## src/hdl/mquf_pkg.sv

```systemverilog
// Shared types and codes for the multi-class urgent-to-front queue bank.
`default_nettype none

package mquf_pkg;

    localparam int IDX_W   = 5;
    localparam int ID_W    = 16;
    localparam int COUNT_W = 4;

    localparam logic ACT_ADD  = 1'b0;
    localparam logic ACT_TAKE = 1'b1;

    typedef enum logic [1:0] {
        RC_OK    = 2'd0,
        RC_FULL  = 2'd1,
        RC_EMPTY = 2'd2,
        RC_BAD   = 2'd3
    } t_result_code;

    typedef struct packed {
        logic                 wr;
        logic                 rd;
        t_result_code         code;
        logic [COUNT_W-1:0]   count;
    } t_ring_op;

endpackage

`default_nettype wire

```

## src/hdl/mquf_ring_ctrl.sv

```systemverilog
// Head and count bookkeeping for every class ring, with slot selection for one word.
`default_nettype none

module mquf_ring_ctrl #(
    parameter int NUM_QUEUES  = 16,
    parameter int QUEUE_DEPTH = 8,
    parameter int ADDR_W      = 7
) (
    input  wire logic                      i_clk,
    input  wire logic                      i_rst_n,
    input  wire logic                      i_advance,
    input  wire logic                      i_action,
    input  wire logic [mquf_pkg::IDX_W-1:0] i_queue_index,
    input  wire logic                      i_urgent,
    output mquf_pkg::t_ring_op             o_op,
    output logic [ADDR_W-1:0]              o_addr
);

    localparam int QW      = (NUM_QUEUES > 1) ? $clog2(NUM_QUEUES) : 1;
    localparam int SLOT_W  = (QUEUE_DEPTH > 1) ? $clog2(QUEUE_DEPTH) : 1;
    localparam int CNT_W   = $clog2(QUEUE_DEPTH + 1);
    localparam int SUM_W   = CNT_W + 1;
    localparam logic [mquf_pkg::IDX_W:0] NQ_LIM = (mquf_pkg::IDX_W + 1)'(NUM_QUEUES);
    localparam logic [CNT_W-1:0]  CNT_FULL  = CNT_W'(QUEUE_DEPTH);
    localparam logic [SLOT_W-1:0] SLOT_LAST = SLOT_W'(QUEUE_DEPTH - 1);
    localparam logic [SUM_W-1:0]  SUM_DEPTH = SUM_W'(QUEUE_DEPTH);

    logic [SLOT_W-1:0] r_head  [NUM_QUEUES];
    logic [CNT_W-1:0]  r_count [NUM_QUEUES];

    logic [SLOT_W-1:0]          n_head;
    logic [CNT_W-1:0]           n_count;
    logic                       q_bad;
    logic [QW-1:0]              qi;
    logic [SLOT_W-1:0]          head;
    logic [CNT_W-1:0]           cnt;
    logic [SLOT_W-1:0]          head_dec;
    logic [SLOT_W-1:0]          head_inc;
    logic [SUM_W-1:0]           tail_sum;
    logic [SUM_W-1:0]           tail_wrap;
    logic [SLOT_W-1:0]          slot;
    logic [CNT_W+3:0]           cnt_ext;

    assign q_bad     = {1'b0, i_queue_index} >= NQ_LIM;
    assign qi        = i_queue_index[QW-1:0];
    assign head      = r_head[qi];
    assign cnt       = r_count[qi];
    assign head_dec  = (head == '0) ? SLOT_LAST : head - 1'b1;
    assign head_inc  = (head == SLOT_LAST) ? '0 : head + 1'b1;
    assign tail_sum  = SUM_W'(head) + SUM_W'(cnt);
    assign tail_wrap = (tail_sum >= SUM_DEPTH) ? tail_sum - SUM_DEPTH : tail_sum;
    assign cnt_ext   = {4'b0000, n_count};

    always_comb begin
        n_head     = head;
        n_count    = cnt;
        slot       = head;
        o_op.wr    = 1'b0;
        o_op.rd    = 1'b0;
        o_op.code  = mquf_pkg::RC_OK;
        if (q_bad) begin
            o_op.code = mquf_pkg::RC_BAD;
        end else begin
            case (i_action)
                mquf_pkg::ACT_ADD: begin
                    if (cnt >= CNT_FULL) begin
                        o_op.code = mquf_pkg::RC_FULL;
                    end else begin
                        o_op.wr = 1'b1;
                        n_count = cnt + 1'b1;
                        if (i_urgent) begin
                            n_head = head_dec;
                            slot   = head_dec;
                        end else begin
                            slot = tail_wrap[SLOT_W-1:0];
                        end
                    end
                end
                mquf_pkg::ACT_TAKE: begin
                    if (cnt == '0) begin
                        o_op.code = mquf_pkg::RC_EMPTY;
                    end else begin
                        o_op.rd = 1'b1;
                        n_count = cnt - 1'b1;
                        n_head  = head_inc;
                    end
                end
                default: begin
                    o_op.code = mquf_pkg::RC_BAD;
                end
            endcase
        end
        o_op.count = q_bad ? '0 : cnt_ext[3:0];
    end

    assign o_addr = ADDR_W'(ADDR_W'(qi) * ADDR_W'(QUEUE_DEPTH)) + ADDR_W'(slot);

    always_ff @(posedge i_clk) begin
        if (!i_rst_n) begin
            for (int k = 0; k < NUM_QUEUES; k++) begin
                r_head[k]  <= '0;
                r_count[k] <= '0;
            end
        end else if (i_advance && !q_bad) begin
            r_head[qi]  <= n_head;
            r_count[qi] <= n_count;
        end
    end

endmodule

`default_nettype wire

```

## src/hdl/multi_queue_urgent_to_front.sv

```systemverilog
// Top level of the bank of bounded class queues with urgent insertion at the head.
//
//  Channel  | Direction | Handshake        | Word
//  request  | in        | i_valid/o_stall  | i_action, i_queue_index, i_entry_id, i_urgent
//  result   | out       | o_valid/i_stall  | o_result_code, o_served_id, o_served_urgent,
//           |           |                  | o_queue_count
//
// A request word is registered, then resolved against the ring state and the slot memory
// when the first stage advances, and its result is registered into the output stage.
// One word is accepted in every cycle while the result side does not stall; the single-port
// slot memory and the per-class head and count update set that rate.
// Reset clears all heads and counts at once; slot contents are not cleared.
// A stalled result holds both stages, and the request side then stalls in turn.
`default_nettype none

module multi_queue_urgent_to_front #(
    parameter int NUM_QUEUES  = 16,
    parameter int QUEUE_DEPTH = 8,
    parameter int ID_WIDTH    = 16
) (
    input  wire logic                         i_clk,
    input  wire logic                         i_rst_n,
    input  wire logic                         i_valid,
    output logic                              o_stall,
    input  wire logic                         i_action,
    input  wire logic [mquf_pkg::IDX_W-1:0]   i_queue_index,
    input  wire logic [mquf_pkg::ID_W-1:0]    i_entry_id,
    input  wire logic                         i_urgent,
    output logic                              o_valid,
    input  wire logic                         i_stall,
    output logic [1:0]                        o_result_code,
    output logic [mquf_pkg::ID_W-1:0]         o_served_id,
    output logic                              o_served_urgent,
    output logic [mquf_pkg::COUNT_W-1:0]      o_queue_count
);

    localparam int STORE_W = (ID_WIDTH < mquf_pkg::ID_W) ? ID_WIDTH : mquf_pkg::ID_W;
    localparam int SLOTS   = NUM_QUEUES * QUEUE_DEPTH;
    localparam int ADDR_W  = (SLOTS > 1) ? $clog2(SLOTS) : 1;
    localparam logic [mquf_pkg::COUNT_W-1:0] FULL_COUNT = mquf_pkg::COUNT_W'(QUEUE_DEPTH);

    logic                          r_s1_v;
    logic                          r_s1_action;
    logic [mquf_pkg::IDX_W-1:0]    r_s1_qidx;
    logic [STORE_W-1:0]            r_s1_id;
    logic                          r_s1_urg;

    logic                          r_out_v;
    mquf_pkg::t_result_code        r_out_code;
    logic [mquf_pkg::COUNT_W-1:0]  r_out_count;
    logic                          r_out_served;
    logic [STORE_W:0]              r_rd_word;

    logic [STORE_W:0]              r_slot_mem [SLOTS];

    logic                          out_ready;
    logic                          s1_advance;
    logic                          in_accept;
    mquf_pkg::t_ring_op            op;
    logic [ADDR_W-1:0]             addr;
    logic [STORE_W+mquf_pkg::ID_W-1:0] id_ext;

    assign out_ready  = !r_out_v || !i_stall;
    assign s1_advance = r_s1_v && out_ready;
    assign o_stall    = r_s1_v && !out_ready;
    assign in_accept  = i_valid && !o_stall;

    mquf_ring_ctrl #(
        .NUM_QUEUES  (NUM_QUEUES),
        .QUEUE_DEPTH (QUEUE_DEPTH),
        .ADDR_W      (ADDR_W)
    ) u_ring_ctrl (
        .i_clk         (i_clk),
        .i_rst_n       (i_rst_n),
        .i_advance     (s1_advance),
        .i_action      (r_s1_action),
        .i_queue_index (r_s1_qidx),
        .i_urgent      (r_s1_urg),
        .o_op          (op),
        .o_addr        (addr)
    );

    always_ff @(posedge i_clk) begin
        if (!i_rst_n) begin
            r_s1_v <= 1'b0;
        end else if (!o_stall) begin
            r_s1_v <= i_valid;
        end
    end

    always_ff @(posedge i_clk) begin
        if (in_accept) begin
            r_s1_action <= i_action;
            r_s1_qidx   <= i_queue_index;
            r_s1_id     <= i_entry_id[STORE_W-1:0];
            r_s1_urg    <= i_urgent;
        end
    end

    always_ff @(posedge i_clk) begin
        if (!i_rst_n) begin
            r_out_v <= 1'b0;
        end else if (out_ready) begin
            r_out_v <= r_s1_v;
        end
    end

    always_ff @(posedge i_clk) begin
        if (s1_advance) begin
            r_out_code   <= op.code;
            r_out_count  <= op.count;
            r_out_served <= op.rd;
        end
    end

    always_ff @(posedge i_clk) begin
        if (s1_advance && op.wr) begin
            r_slot_mem[addr] <= {r_s1_urg, r_s1_id};
        end
        if (s1_advance && op.rd) begin
            r_rd_word <= r_slot_mem[addr];
        end
    end

    assign id_ext          = {{mquf_pkg::ID_W{1'b0}}, r_rd_word[STORE_W-1:0]};
    assign o_valid         = r_out_v;
    assign o_result_code   = r_out_code;
    assign o_queue_count   = r_out_count;
    assign o_served_id     = r_out_served ? id_ext[mquf_pkg::ID_W-1:0] : '0;
    assign o_served_urgent = r_out_served ? r_rd_word[STORE_W] : 1'b0;

    a_stall_needs_word: assert property (@(posedge i_clk) disable iff (!i_rst_n)
        o_stall |-> (r_s1_v && r_out_v))
        else $error("request stall raised without both stages occupied");

    a_accept_fills_stage: assert property (@(posedge i_clk) disable iff (!i_rst_n)
        in_accept |=> r_s1_v)
        else $error("accepted request word was lost");

    a_no_serve_on_fail: assert property (@(posedge i_clk) disable iff (!i_rst_n)
        (r_out_v && r_out_code != mquf_pkg::RC_OK) |-> (o_served_id == '0 && !o_served_urgent))
        else $error("served fields set on a failed request");

    a_full_count: assert property (@(posedge i_clk) disable iff (!i_rst_n)
        (r_out_v && r_out_code == mquf_pkg::RC_FULL) |-> (o_queue_count == FULL_COUNT))
        else $error("full result without a full count");

    a_bad_count: assert property (@(posedge i_clk) disable iff (!i_rst_n)
        (r_out_v && (r_out_code == mquf_pkg::RC_BAD || r_out_code == mquf_pkg::RC_EMPTY))
        |-> (o_queue_count == '0))
        else $error("nonzero count on a bad index or an empty take");

endmodule

`default_nettype wire
```

## config.mk

```make
export PLATFORM = sky130hd
export DESIGN_NAME = multi_queue_urgent_to_front
export DESIGN_NICKNAME = d
export VERILOG_FILES = /design/src/hdl/mquf_pkg.sv /design/src/hdl/mquf_ring_ctrl.sv /design/src/hdl/multi_queue_urgent_to_front.sv
export SDC_FILE = /design/constraint.sdc
export NUM_CORES = 2
export LEC_CHECK = 0
export BUFFER_PORTS_ARGS = -buffer_cell sky130_fd_sc_hd__buf_2
export CELL_PAD_IN_SITES_DETAIL_PLACEMENT = 0
export CELL_PAD_IN_SITES_GLOBAL_PLACEMENT = 1
export CORE_UTILIZATION = 45
export CTS_CLUSTER_DIAMETER = 80
export DETAILED_ROUTE_END_ITERATION = 12
export PLACE_DENSITY = 0.73
export SYNTH_ARGS = -nofsm -noshare
export SYNTH_HDL_FRONTEND = slang
export SYNTH_SLANG_ARGS = --single-unit
```

## constraint.sdc

```tcl
create_clock -name i_clk -period 5.9 [get_ports i_clk]
set_input_delay 0.295 -clock i_clk [delete_from_list [all_inputs] [get_ports i_clk]]
set_output_delay 0.295 -clock i_clk [all_outputs]
set_load 0.05 [all_outputs]
```

==> impl_metrics.env <==
export IMPL_ys_warn_count=0
export IMPL_cap_viol_max_count=0
export IMPL_tritoncts="built"
export IMPL_initialDrtViolationCount=5895
export IMPL_detailed_routed_wire_length_on_met3_mm=17.8
export IMPL_detail_route_first_pass_iterations=9
export IMPL_timing_final_crit_period_ns=5.64
export IMPL_pwr_density_cell_nw_per_um2=358
export IMPL_cts_inserted_buffers=222
export IMPL_grt_first_pass_wirelength_mm=332
export IMPL_finalMaxSlewViolations=0
export IMPL_failed_checks="DRC"
export IMPL_clkSinkCount=2341
export IMPL_first_global_vias=45800
export IMPL_critPathCapture="r_rd_word[2]$_DFFE_PP_"
export IMPL_num_io_pins=52
export IMPL_critPathRequiredTime_ns=6.52
export IMPL_totalNegativeSetupSlack_ns=0
export IMPL_die_w_microns=450
export IMPL_ant_nets=0
export IMPL_detailedPlacementHpwl_mm=138
export IMPL_synth_sequential_area_ratio_pct=77.6
export IMPL_synth_ff_latch_count=2341
export IMPL_floorplan_die_height_microns=450
export IMPL_max_slew_margin_rel_pct=15.3
export IMPL_worst_endpoint_arrival_ns=6.26
export IMPL_worstReg2RegEnd="r_rd_word[2]$_DFFE_PP_"
export IMPL_buffer_ports_inserted=51
export IMPL_cts_buffer_depth=3
export IMPL_wire_length_on_met1_mm=93.2
export IMPL_vias=46500
export IMPL_timing_critical_path_from_type="register"
export IMPL_route_met2_wl_mm=112
export IMPL_worst_clock_skew_ns=0.0216
export IMPL_synth_async_sr_flop_share_pct=0
export IMPL_holdCritPathClass="input port to register"
export IMPL_clk_latency_ns=0.87
export IMPL_count_of_buffers_added_by_post_cts_timing_repair_for_setup=0
export IMPL_fraction_of_layout_cells_with_a_size_suffix_above_1_pct=26.0
export IMPL_ctsRootBufferMaster="clkbuf_16"
export IMPL_layout_commonest_cell="edfxtp_1"
export IMPL_detail_route_wl_per_cell_microns=30.3
export IMPL_r2r_slack_ns=0.26
export IMPL_grt_antenna_before_repair=14
export IMPL_floorplan_initialDensity_pct=45.3
export IMPL_cellLeakagePower_nw=32.6
export IMPL_nNetsFinal=4820
export IMPL_final_min_period_over_clock_period_pct=95.6
export IMPL_postRouteWirelength_mm=231
export IMPL_grt_remaining_overflow=0
export IMPL_final_hold_violation_count=0
export IMPL_post_route_drc_count=6
export IMPL_largest_net_degree_at_the_start_of_global_routing=105
export IMPL_status="finished with violations"
export IMPL_synthesis_nets=4415
export IMPL_cts_clk_slew_worst_paths_ns=0.06
export IMPL_area_growth_synth_to_final_pct=14.7
export IMPL_numPlacedInstances=7190
export IMPL_synth_edff_count=2335
export IMPL_post_synth_num_cell_types=53
export IMPL_final_cells=7638
export IMPL_worst_path_max_fanout=37
export IMPL_per_instance_average_area_after_synthesis_sq_um=20.7
export IMPL_groute_usage_overall_pct=22.7
export IMPL_synthesized_instance_count=4380
export IMPL_fmax_mhz=177
export IMPL_layout_cells_most_common_list="2,335 x edfxtp_1, 508 x mux4_2, 342 x buf_4"
export IMPL_worst_vdd_drop_uv=270
export IMPL_detail_route_vias_per_cell=6.09
export IMPL_synthesis_area_sq_um=90500
export IMPL_fp_dieArea_sq_um=203000
export IMPL_critPathCaptureType="register"
export IMPL_synth_flop_cell="edfxtp_1"
export IMPL_core_rowCount=164
export IMPL_worst_slew_pin_slew_ns=1.27
export IMPL_r2r_cells=14
export IMPL_core_area_sq_um=200000
export IMPL_worstSetupPathType="register to register"
export IMPL_rsz0062_at_grt="false"
export IMPL_top_sig_layer="met5"
export IMPL_setup_viol=0
export IMPL_gpl_final_weighted_congestion=0.807
export IMPL_h_tree_level_count=4
==> metal layers <==
metal | GRT usage, % | vias to the layer above
met1 | 31.7 | 24800
met4 | 8.03 | 6
met3 | 3.73 | 338
met5 | 0 | -
li1 | - | 19300
met2 | 36.4 | 2144
==> critical path: stages, from the launching register on <==
cell     delay [ns]
dfxtp_4        0.53
buf_4          0.25
mux4_2         0.53
mux4_2         0.56
inv_1          0.14
fa_1           0.44
mux2_2         0.29
or3_4          0.37
o21ai_4        0.13
buf_12         0.24
buf_12         0.27
mux4_2         0.35
a22oi_1        0.43
nand4_1        0.46
and4_1         0.36
==> synth_stat cells, drive strengths merged, types with 7 or more instances <==
cell,count,area [sq um]
nand4,69,432
o21ai,7,35.0
mux4,508,11400
edfxtp,2335,70100
inv,150,563
nor2,266,1000
o211ai,204,1530
a22oi,204,1530
nand2,82,308
buf,134,662
nor2b,8,50.1
a21oi,12,71.3
ha,7,87.6
clkbuf,147,552
and2,20,125
a32oi,68,596
nand3,11,55.1
and4,19,166
o2111ai,68,596
==> sequential cells by signal, indices dropped and copies added, names as in the netlist, named ones only <==
name and flops:
r_slot_mem 2176, u_ring_ctrl.r_count 64, u_ring_ctrl.r_head 48, r_rd_word 17, r_s1_id 16, r_s1_qidx 5, o_queue_count 4, o_result_code 2
o_valid 1, r_out_served 1, r_s1_action 1, r_s1_urg 1, r_s1_v 1
==> worst min-delay path by stage <==
stage | from | end | slack, ns | depth (start not counted)
5_1_grt | i_entry_id[1] | r_s1_id[1]$_DFFE_PP_ | 0.14 | 2
6_report | i_entry_id[0] | r_s1_id[0]$_DFFE_PP_ | 0.15 | 2
2_1_floorplan | i_action | r_s1_action$_DFFE_PP_ | 0.39 | 0
3_3_place_gp | i_entry_id[3] | r_s1_id[3]$_DFFE_PP_ | 0.48 | 1
4_1_cts | i_action | r_s1_action$_DFFE_PP_ | 0.11 | 2
3_5_place_dp | i_entry_id[13] | r_s1_id[13]$_DFFE_PP_ | 0.48 | 1
==> cells by family after synthesis <==
kind of cell / count (synthesis) / synth area share [%]
AOI/OAI and AO/OA: 595 / 5.13
DFF: 2341 / 77.6
adders and majority gates: 8 / 0.119
muxes: 510 / 12.7
and+or+nand+nor: 492 / 2.48
buffers and inverters: 431 / 1.96
xor gates and xnor gates: 3 / 0.0290
==> repair_timing <==
item                                   in CTS  in global routing
setup endpoints to repair                   0                  3
hold buffers                               27                  0
resized for setup                           0                  1
endpoints found under the hold margin      29                  0
==> cell type report <==
cell class              count  area, sq um
fillers                 15500        96100
flip-flops and latches   2341        70200
multi-input cells        1608        18700
clock buffers             290         5880
repair buffers            462         3930
well taps                2656         3320
clock inverters           118         1050
inverters                 150          563
diodes                     13         32.5
==> metrics by stage <==
step	setup WS, ns	utilization, %	hold WS, ns	total power [mW]	instance area [sq um]
after floorplan	-0.0463	-	0.394	21.8	90500
after global placement	0.0968	48.3	0.476	23.8	96500
after detailed placement	0.0721	48.3	0.477	23.8	96500
after CTS	0.0667	51.9	0.110	37.4	104000
after global routing	0.145	51.9	0.145	38.2	104000
final	0.258	51.9	0.149	37.2	104000
==> where the power goes <==
group / switching (mW) / total [mW] / internal (mW)
clock: 6.02 / 13.7 / 7.70
sequential: 0.0484 / 18.4 / 18.4
combinational: 2.94 / 5.02 / 2.08
(Power assumes the default switching activity.)
